[config.mk]
export PLATFORM = sky130hd
export DESIGN_NAME = task_timing_monitor_core
export DESIGN_NICKNAME = d
export VERILOG_FILES = /design/src/sv/ttm_pkg.sv /design/src/sv/ttm_ctrl.sv /design/src/sv/ttm_dp.sv /design/src/sv/task_timing_monitor_core.sv
export SDC_FILE = /design/constraint.sdc
export NUM_CORES = 2
export LEC_CHECK = 0
export BUFFER_PORTS_ARGS = -buffer_cell sky130_fd_sc_hd__buf_4
export CORE_MARGIN = 2
export CORE_UTILIZATION = 37
export CTS_BUF_LIST = sky130_fd_sc_hd__clkbuf_4
export DETAILED_ROUTE_END_ITERATION = 6
export RECOVER_POWER = 100
export SETUP_SLACK_MARGIN = 0.3
export SLEW_MARGIN = 25
export SYNTH_ARGS = -nofsm -noshare
export SYNTH_HDL_FRONTEND = slang
export SYNTH_SLANG_ARGS = --single-unit
[constraint.sdc]
create_clock -name clock -period 26.8 [get_ports clock]
set_input_delay 4.02 -clock clock [delete_from_list [all_inputs] [get_ports clock]]
set_output_delay 4.02 -clock clock [all_outputs]
set_load 0.05 [all_outputs]
[src/sv/ttm_pkg.sv]
// Shared types and constants for the task timing monitor.
// Used by ttm_ctrl, ttm_dp and task_timing_monitor_core; no dependencies.
`default_nettype none

package ttm_pkg;

   // Field widths
   localparam int TIME_W = 64;
   localparam int STAT_W = 32;
   localparam int FUNC_W = 2;
   localparam int RSP_FIELDS = 9;
   localparam int RSP_W = RSP_FIELDS * STAT_W;
   localparam int REQ_W = 2 * TIME_W;

   // Event kinds carried in req_tuser
   localparam logic [FUNC_W-1:0] FUNC_START = 2'd0;
   localparam logic [FUNC_W-1:0] FUNC_END   = 2'd1;
   localparam logic [FUNC_W-1:0] FUNC_CLEAR = 2'd2;

   // Register map
   localparam int CSR_ADDR_W = 3;
   localparam logic [CSR_ADDR_W-1:0] CSR_TARGET_ADDR = 3'd0;
   localparam int CSR_DATA_W = 32;

   // Divider: two quotient bits per cycle over a 64-bit dividend
   localparam int DIV_CNT_W = 5;

   typedef struct packed {
      logic capture;
      logic update;
      logic div_load;
      logic div_step;
      logic load_out;
   } ttm_cmd_type;

   typedef struct packed {
      logic div_last;
   } ttm_status_type;

endpackage

`default_nettype wire

[src/sv/ttm_ctrl.sv]
// Controller of the task timing monitor: sequences capture, update,
// division and result load. Depends on ttm_pkg.
`default_nettype none

module ttm_ctrl (
   input  wire logic                    clock,
   input  wire logic                    reset,
   input  wire logic                    req_tvalid,
   output logic                         req_tready,
   output logic                         rsp_tvalid,
   input  wire logic                    rsp_tready,
   output ttm_pkg::ttm_cmd_type         cmd,
   input  wire ttm_pkg::ttm_status_type status
);
   import ttm_pkg::*;

   localparam logic [2:0] S_IDLE     = 3'd0;
   localparam logic [2:0] S_UPDATE   = 3'd1;
   localparam logic [2:0] S_DIV_LOAD = 3'd2;
   localparam logic [2:0] S_DIVIDE   = 3'd3;
   localparam logic [2:0] S_FINISH   = 3'd4;

   logic [2:0] state_ff, state_in;
   logic       rsp_valid_ff, rsp_valid_in;
   logic       out_free;

   // Output register can take a new item when empty or being drained
   assign out_free   = !rsp_valid_ff || rsp_tready;
   assign req_tready = (state_ff == S_IDLE);
   assign rsp_tvalid = rsp_valid_ff;

   // Next state and commands
   always_comb begin
      state_in = state_ff;
      cmd      = '0;
      case (state_ff)
         S_IDLE: begin
            if (req_tvalid) begin
               cmd.capture = 1'b1;
               state_in    = S_UPDATE;
            end
         end
         S_UPDATE: begin
            cmd.update = 1'b1;
            state_in   = S_DIV_LOAD;
         end
         S_DIV_LOAD: begin
            cmd.div_load = 1'b1;
            state_in     = S_DIVIDE;
         end
         S_DIVIDE: begin
            cmd.div_step = 1'b1;
            if (status.div_last) begin
               state_in = S_FINISH;
            end
         end
         S_FINISH: begin
            if (out_free) begin
               cmd.load_out = 1'b1;
               state_in     = S_IDLE;
            end
         end
         default: begin
            state_in = S_IDLE;
         end
      endcase
   end

   // Result valid: set on load, drop when taken
   always_comb begin
      rsp_valid_in = rsp_valid_ff;
      if (cmd.load_out) begin
         rsp_valid_in = 1'b1;
      end else if (rsp_tready) begin
         rsp_valid_in = 1'b0;
      end
   end

   always_ff @(posedge clock) begin
      if (reset) begin
         state_ff     <= S_IDLE;
         rsp_valid_ff <= 1'b0;
      end else begin
         state_ff     <= state_in;
         rsp_valid_ff <= rsp_valid_in;
      end
   end

endmodule

`default_nettype wire

[src/sv/ttm_dp.sv]
// Datapath of the task timing monitor: statistics registers, deadline test,
// serial average divider and result register. Depends on ttm_pkg.
`default_nettype none

module ttm_dp (
   input  wire logic                           clock,
   input  wire logic                           reset,
   input  wire ttm_pkg::ttm_cmd_type           cmd,
   output ttm_pkg::ttm_status_type             status,
   input  wire logic [ttm_pkg::STAT_W-1:0]     target_period,
   input  wire logic [ttm_pkg::FUNC_W-1:0]     func,
   input  wire logic [ttm_pkg::TIME_W-1:0]     now_time,
   input  wire logic [ttm_pkg::TIME_W-1:0]     run_start_time,
   output logic      [ttm_pkg::RSP_W-1:0]      rsp_data
);
   import ttm_pkg::*;

   // Captured item
   logic [FUNC_W-1:0] func_ff;
   logic [TIME_W-1:0] now_ff;
   logic [TIME_W-1:0] start_ff;

   // Statistics
   logic [TIME_W-1:0] last_wake_ff, last_wake_in;
   logic [STAT_W-1:0] period_low_ff, period_low_in;
   logic [STAT_W-1:0] period_high_ff, period_high_in;
   logic [STAT_W-1:0] misses_ff, misses_in;
   logic [STAT_W-1:0] executions_ff, executions_in;
   logic [TIME_W-1:0] exec_total_ff, exec_total_in;
   logic [STAT_W-1:0] exec_low_ff, exec_low_in;
   logic [STAT_W-1:0] exec_high_ff, exec_high_in;

   // Divider
   logic [STAT_W-1:0]    div_rem_ff;
   logic [TIME_W-1:0]    div_quo_ff;
   logic [DIV_CNT_W-1:0] div_cnt_ff;

   logic [RSP_W-1:0] rsp_data_ff;

   logic [STAT_W-1:0] period;
   logic [STAT_W-1:0] run_time;
   logic [STAT_W+3:0] period_x10;
   logic [STAT_W+3:0] target_x11;
   logic              miss;

   logic [STAT_W:0]   rem_a, rem_b, sub_a, sub_b;
   logic              geq_a, geq_b;
   logic [STAT_W-1:0] mid_rem, next_rem;
   logic [TIME_W-1:0] mid_quo, next_quo;

   logic [STAT_W-1:0] exec_avg;
   logic [STAT_W-1:0] period_sum;
   logic [STAT_W-1:0] period_avg;
   logic [STAT_W-1:0] jitter;

   // Capture the accepted item
   always_ff @(posedge clock) begin
      if (cmd.capture) begin
         func_ff  <= func;
         now_ff   <= now_time;
         start_ff <= run_start_time;
      end
   end

   // Period, execution time and deadline test
   assign period     = now_ff[STAT_W-1:0] - last_wake_ff[STAT_W-1:0];
   assign run_time   = now_ff[STAT_W-1:0] - start_ff[STAT_W-1:0];
   assign period_x10 = {1'b0, period, 3'b000} + {3'b000, period, 1'b0};
   assign target_x11 = {1'b0, target_period, 3'b000}
                     + {3'b000, target_period, 1'b0}
                     + {4'b0000, target_period};
   assign miss       = period_x10 > target_x11;

   // Apply the event to the statistics
   always_comb begin
      last_wake_in   = last_wake_ff;
      period_low_in  = period_low_ff;
      period_high_in = period_high_ff;
      misses_in      = misses_ff;
      executions_in  = executions_ff;
      exec_total_in  = exec_total_ff;
      exec_low_in    = exec_low_ff;
      exec_high_in   = exec_high_ff;
      if (cmd.update) begin
         case (func_ff)
            FUNC_START: begin
               if (last_wake_ff != '0) begin
                  if (period < period_low_ff) begin
                     period_low_in = period;
                  end
                  if (period > period_high_ff) begin
                     period_high_in = period;
                  end
                  if (miss) begin
                     misses_in = misses_ff + 1'b1;
                  end
               end
               last_wake_in = now_ff;
            end
            FUNC_END: begin
               if (start_ff != '0) begin
                  executions_in = executions_ff + 1'b1;
                  exec_total_in = exec_total_ff + {{(TIME_W-STAT_W){1'b0}}, run_time};
                  if (run_time < exec_low_ff) begin
                     exec_low_in = run_time;
                  end
                  if (run_time > exec_high_ff) begin
                     exec_high_in = run_time;
                  end
               end
            end
            FUNC_CLEAR: begin
               last_wake_in   = '0;
               period_low_in  = '1;
               period_high_in = '0;
               misses_in      = '0;
               executions_in  = '0;
               exec_total_in  = '0;
               exec_low_in    = '1;
               exec_high_in   = '0;
            end
            default: begin
               // Unused kind: statistics hold
            end
         endcase
      end
   end

   always_ff @(posedge clock) begin
      if (reset) begin
         last_wake_ff   <= '0;
         period_low_ff  <= '1;
         period_high_ff <= '0;
         misses_ff      <= '0;
         executions_ff  <= '0;
         exec_total_ff  <= '0;
         exec_low_ff    <= '1;
         exec_high_ff   <= '0;
      end else begin
         last_wake_ff   <= last_wake_in;
         period_low_ff  <= period_low_in;
         period_high_ff <= period_high_in;
         misses_ff      <= misses_in;
         executions_ff  <= executions_in;
         exec_total_ff  <= exec_total_in;
         exec_low_ff    <= exec_low_in;
         exec_high_ff   <= exec_high_in;
      end
   end

   // Two restoring division steps per cycle: total / executions
   assign rem_a   = {div_rem_ff, div_quo_ff[TIME_W-1]};
   assign sub_a   = rem_a - {1'b0, executions_ff};
   assign geq_a   = rem_a >= {1'b0, executions_ff};
   assign mid_rem = geq_a ? sub_a[STAT_W-1:0] : rem_a[STAT_W-1:0];
   assign mid_quo = {div_quo_ff[TIME_W-2:0], geq_a};

   assign rem_b    = {mid_rem, mid_quo[TIME_W-1]};
   assign sub_b    = rem_b - {1'b0, executions_ff};
   assign geq_b    = rem_b >= {1'b0, executions_ff};
   assign next_rem = geq_b ? sub_b[STAT_W-1:0] : rem_b[STAT_W-1:0];
   assign next_quo = {mid_quo[TIME_W-2:0], geq_b};

   always_ff @(posedge clock) begin
      if (cmd.div_load) begin
         div_rem_ff <= '0;
         div_quo_ff <= exec_total_ff;
      end else if (cmd.div_step) begin
         div_rem_ff <= next_rem;
         div_quo_ff <= next_quo;
      end
   end

   // Advance the step count; wraps back to zero on the last step
   always_ff @(posedge clock) begin
      if (reset || cmd.div_load) begin
         div_cnt_ff <= '0;
      end else if (cmd.div_step) begin
         div_cnt_ff <= div_cnt_ff + 1'b1;
      end
   end

   assign status.div_last = (div_cnt_ff == '1);

   // Derived figures
   assign exec_avg   = (executions_ff == '0) ? '0 : div_quo_ff[STAT_W-1:0];
   assign period_sum = period_low_ff + period_high_ff;
   assign period_avg = (executions_ff > {{(STAT_W-1){1'b0}}, 1'b1})
                     ? {1'b0, period_sum[STAT_W-1:1]} : '0;
   assign jitter     = period_high_ff - period_low_ff;

   // Hold the result until taken
   always_ff @(posedge clock) begin
      if (cmd.load_out) begin
         rsp_data_ff <= {jitter, period_avg, period_high_ff, period_low_ff,
                         exec_avg, exec_high_ff, exec_low_ff, misses_ff,
                         executions_ff};
      end
   end

   assign rsp_data = rsp_data_ff;

endmodule

`default_nettype wire

[src/sv/task_timing_monitor_core.sv]
// Task timing monitor: period and execution-time statistics per event.
// After an item is accepted the block runs an update, a divider load, the divider
// steps at two quotient bits each and a result load; then the result is valid.
// Input is accepted only while idle, so a new item waits for the serial 64 by 32
// divider and the result load, and also while the previous result is still waiting to be taken.
// Reset (synchronous, active high) clears statistics and target_period.
`default_nettype none

module task_timing_monitor_core (
   input  wire logic                               clock,
   input  wire logic                               reset,
   // Input items
   input  wire logic                               req_tvalid,
   output logic                                    req_tready,
   // now_time [63:0], run_start_time [127:64]
   input  wire logic [ttm_pkg::REQ_W-1:0]          req_tdata,
   // func [1:0]
   input  wire logic [ttm_pkg::FUNC_W-1:0]         req_tuser,
   // Result items
   output logic                                    rsp_tvalid,
   input  wire logic                               rsp_tready,
   // run_count, miss_count, exec_min, exec_max, exec_avg, period_min,
   // period_max, period_avg, jitter; 32 bits each from bit 0 up
   output logic      [ttm_pkg::RSP_W-1:0]          rsp_tdata,
   // Configuration
   input  wire logic                               csr_psel,
   input  wire logic                               csr_penable,
   input  wire logic                               csr_pwrite,
   input  wire logic [ttm_pkg::CSR_ADDR_W-1:0]     csr_paddr,
   input  wire logic [ttm_pkg::CSR_DATA_W-1:0]     csr_pwdata,
   output logic      [ttm_pkg::CSR_DATA_W-1:0]     csr_prdata,
   output logic                                    csr_pready
);
   import ttm_pkg::*;

   logic [STAT_W-1:0] target_ff, target_in;
   ttm_cmd_type       cmd;
   ttm_status_type    status;

   // Register write and read
   assign csr_pready = 1'b1;

   always_comb begin
      target_in = target_ff;
      if (csr_psel && csr_penable && csr_pwrite && csr_pready &&
          (csr_paddr == CSR_TARGET_ADDR)) begin
         target_in = csr_pwdata;
      end
   end

   always_ff @(posedge clock) begin
      if (reset) begin
         target_ff <= '0;
      end else begin
         target_ff <= target_in;
      end
   end

   assign csr_prdata = (csr_paddr == CSR_TARGET_ADDR) ? target_ff : '0;

   ttm_ctrl u_ctrl (
      .clock      (clock),
      .reset      (reset),
      .req_tvalid (req_tvalid),
      .req_tready (req_tready),
      .rsp_tvalid (rsp_tvalid),
      .rsp_tready (rsp_tready),
      .cmd        (cmd),
      .status     (status)
   );

   ttm_dp u_dp (
      .clock          (clock),
      .reset          (reset),
      .cmd            (cmd),
      .status         (status),
      .target_period  (target_ff),
      .func           (req_tuser),
      .now_time       (req_tdata[TIME_W-1:0]),
      .run_start_time (req_tdata[REQ_W-1:TIME_W]),
      .rsp_data       (rsp_tdata)
   );

   // Block goes busy once an item is taken
   a_busy_after_accept: assert property (@(posedge clock) disable iff (reset)
      (req_tvalid && req_tready) |=> !req_tready)
      else $error("input still ready after an item was accepted");

   // Average execution time is zero with no executions
   a_avg_zero_no_runs: assert property (@(posedge clock) disable iff (reset)
      (rsp_tvalid && (rsp_tdata[31:0] == '0)) |-> (rsp_tdata[159:128] == '0))
      else $error("exec_avg nonzero with zero run_count");

   // Average period is zero below two executions
   a_pavg_zero_few_runs: assert property (@(posedge clock) disable iff (reset)
      (rsp_tvalid && (rsp_tdata[31:1] == '0)) |-> (rsp_tdata[255:224] == '0))
      else $error("period_avg nonzero with run_count below two");

   // A fresh result appears only when the input side is idle
   a_result_when_idle: assert property (@(posedge clock) disable iff (reset)
      $rose(rsp_tvalid) |-> req_tready)
      else $error("result raised while an item is in progress");

endmodule

`default_nettype wire

==> results.toml <==
[cells_and_area]
final_cell_mix = "481 x edfxtp_1, 473 x clkbuf_4, 445 x ha_1"
drive_above_1_share_pct = 12.55
area_growth_pct = 15.38
final_cells = 7600
final-seq-area_sq_mm = 0.02231
fill_cells = 13210
fin_nets = 6267
multi_input_area_sq_mm = 0.02555
mostFrequentLayoutCell = "edfxtp_1"

[place]
dpl.cell_count = 7138
hpwlAfterDp_um = 113400
io_buffers = 492
pre_cts_slack_ns = 17.76
place_congestion = 0.8996

[clocking]
hold_buffers = 0
post_cts.repair.setup_buffers = 0
clock_latency_ns = 1.22
cts_tree = "done"
post_cts_resized = 0
clock_path_buffers = 3
cts_max_level = 4
clkTransAtPathRegs_ns = 0.06
cts_sinks = 874
cts-root-buf = "clkbuf_4"
cts_buffers = 239

[sta]
finalCritPeriodShare_pct = 43.10
tightest_slew_ns = 4.896
skew_ns = 0.09440
relSlewSlack_pct = -226.4
timing.fmax_mhz = 86.57
hold_violations = 0
finalSetupViolCount = 0
timing.final.ws_setup_ns = 15.25
tns_ns = 0
min_period_ns = 11.55
grt_setup_unrepaired = "no"
slew_viol_final = 1230

[floorplanning]
die_w_um = 371.1
initial_core_util_pct = 37.31
core_sq_mm = 0.1336
die_area_sq_mm = 0.1377
design.portCount = 495
fp-row-count = 134
die_h_um = 371.1

[critical_path]
path_class = "flop to flop"
cp_slowest_cell = "clkbuf_1"
max_stage_delay_ns = 1.88
crit_arrival_ns = 12.64
r2r-end = "u_dp.div_rem_ff[21]$_SDFFE_PP0P_"
critPathTopFamily = "compound AO/OA/AOI/OAI gates"
cp-start-kind = "flop"
r2r_setup_slack_ns = 15.25
crit_buf_inv = 3
required_ns = 27.89
end_kind = "flop"
r2r_cells = 24
path_cells = "inv_1 > ha_1 > nor2b_1 > o2111ai_1 > a31oi_1 > a31oi_1 > a21oi_1 > o221ai_1 > o21ai_0 > a211oi_1 > clkbuf_1 > o21ai_0 > ha_1 > nand4_1 > o31a_1 > a211o_1 > a31oi_1 > a221oi_1 > o21ai_0 > a211o_1 > clkbuf_1 > nor2_1 > a22oi_1 > nand2_1"
cp_max_fo = 48
reg2reg_from = "u_dp.executions_ff[1]$_SDFFE_PP0P_"

[synth]
synth-edff-count = 481
synth_cells = 5020
synth_ff_type = "edfxtp_1"
ys_seq_elements = 874
synthArstFlopShare_pct = 0
yosys_warnings = 0
syn_area_sq_mm = 0.04986
synth-seq-area-share_pct = 44.75
synth.avg_cell_area_sq_um = 9.933
ys_types = 90
synth_nets = 5676

[hold_path]
min_delay_path_depth = 0
worstHoldStart = "u_dp.exec_low_ff[26]$_SDFFE_PP1P_"
hold_class = "flop to flop"
whs_endpoint = "u_dp.rsp_data[90]$_DFFE_PP_"

[detailed_routing]
firstDrtPassIters = 6
wl_per_cell_um = 19.66
drc_errors = 0
routed_wl_um = 149400
vias = 39690
drtIter0Drc = 2772
viasPerCell = 5.222
drtAntennaViolNets = 0

[grt]
grt_pass1_wl_um = 225500
grt_max_degree = 93
antenna_found_initial = 29
overflow = 0
grt_pass1_vias = 38680
grt_usage_pct = 21.26

[power]
powerDensity_mw_per_mm2 = 122.8
vdd_drop_max_v = 0.0001984
leakagePower_nw = 23.02

[outcome]
status = "finished with violations"
violations = "capacitance limit, slew limit"

[flow_run]
cap_violations = 25
==> state kept, by name, summed over array words and instances (netlist names) <==
name,cells
u_dp.div_rem_ff,32
u_dp.exec_low_ff,32
u_dp.start_ff,64
u_dp.exec_total_ff,64
u_dp.executions_ff,32
u_dp.now_ff,64
u_dp.func_ff,2
u_dp.div_cnt_ff,5
u_dp.period_low_ff,32
u_ctrl.rsp_tvalid,1
u_dp.last_wake_ff,64
u_dp.div_quo_ff,64
u_dp.period_high_ff,32
u_ctrl.state_ff,3
u_dp.rsp_data,287
target_ff,32
u_dp.exec_high_ff,32
u_dp.misses_ff,32
==> per-stage QoR <==
stage	total power [mW]	hold WS (ns)	utilization, %	area, sq um
5_1_grt	7.632	0.4530	43.05	57530
2_1_floorplan	4.825	0.4082	-	49860
3_3_place_gp	5.776	0.4178	41.51	55470
6_report	7.064	0.4254	43.05	57530
4_1_cts	7.174	0.4163	44.05	58870
3_5_place_dp	5.833	0.4142	41.54	55510
==> synth_stat cells (all sizes together) (54+ instances only) <==
library cell / instances / area share (%)
xor2: 116 / 2.0
o21bai: 59 / 0.89
clkbuf: 168 / 1.3
nor2b: 86 / 1.1
xnor2: 219 / 3.8
nor2: 413 / 3.1
a21o: 175 / 2.6
nor3b: 81 / 1.2
inv: 342 / 2.6
nand3: 114 / 1.1
a21oi: 393 / 3.9
ha: 446 / 11
nor4: 54 / 0.68
o21ai: 211 / 2.1
nand2b: 54 / 0.68
nand2: 313 / 2.4
dfxtp: 393 / 16
mux2: 68 / 1.5
nand4: 72 / 0.90
edfxtp: 481 / 29
nor3: 102 / 1.0
==> metal layers <==
| layer | track usage (%) | routed length, um |
|---|---|---|
| met5 | 0 | 149 |
| met4 | 7.630 | 4557 |
| met3 | 4.870 | 9818 |
| met2 | 33.91 | 68020 |
| met1 | 28.15 | 66900 |
==> power breakdown <==
part / switching [mW] / internal, mW / total, mW
registers: 0.0994 / 1.60 / 1.70
clock network: 0.612 / 0.679 / 1.29
logic: 2.41 / 1.66 / 4.08
total: 3.12 / 3.94 / 7.06
==> logic make-up after synthesis <==
group | after synthesis | synth area share, %
and+or+nand+nor | 1501 | 15.04
AOI/OAI and AO/OA | 1181 | 15.15
DFF | 874 | 44.75
buffers and inverters | 537 | 4.118
adders and majority gates | 491 | 12.86
xor gates and xnor gates | 336 | 5.932
muxes | 98 | 2.138
other | 2 | 0.01506
==> how the worst max path moves through the flow <==
stage / start / endpoint / slack, ns / cells after the start
floorplan: rsp_tready / u_dp.rsp_data[0]$_DFFE_PP_ / 15.42 / 2
global placement: csr_paddr[1] / csr_prdata[24] / 17.84 / 5
detailed placement: csr_paddr[1] / csr_prdata[3] / 17.76 / 5
CTS: csr_paddr[1] / csr_prdata[3] / 17.75 / 5
global route: u_dp.executions_ff[1]$_SDFFE_PP0P_ / u_dp.div_rem_ff[21]$_SDFFE_PP0P_ / 14.30 / 24
finish: u_dp.executions_ff[1]$_SDFFE_PP0P_ / u_dp.div_rem_ff[21]$_SDFFE_PP0P_ / 15.25 / 24
==> worst register-to-register path: stages, from the launching register on <==
cell and delay (ns):
dfxtp_1 0.48, inv_1 0.21, ha_1 0.32, nor2b_1 0.16, o2111ai_1 0.27, a31oi_1 0.27
a31oi_1 0.32, a21oi_1 0.22, o221ai_1 0.38, o21ai_0 0.30, a211oi_1 1.66, clkbuf_1 1.49
o21ai_0 0.51, ha_1 0.52, nand4_1 0.17, o31a_1 0.40, a211o_1 0.30, a31oi_1 0.31
a221oi_1 0.19, o21ai_0 0.20, a211o_1 0.12, clkbuf_1 1.88, nor2_1 0.36, a22oi_1 0.34
nand2_1 0.07
==> layout make-up <==
cell class,count,share of cell area (%)
Multi-Input combinational cell,3609,44.41
Sequential cell,874,38.78
Timing Repair Buffer,544,4.874
Clock buffer,364,4.750
Tap cell,1768,3.845
Inverter,343,2.238
Clock inverter,91,1.074
Antenna cell,7,0.03045
No activity file was read; power rests on OpenSTA's default activity.
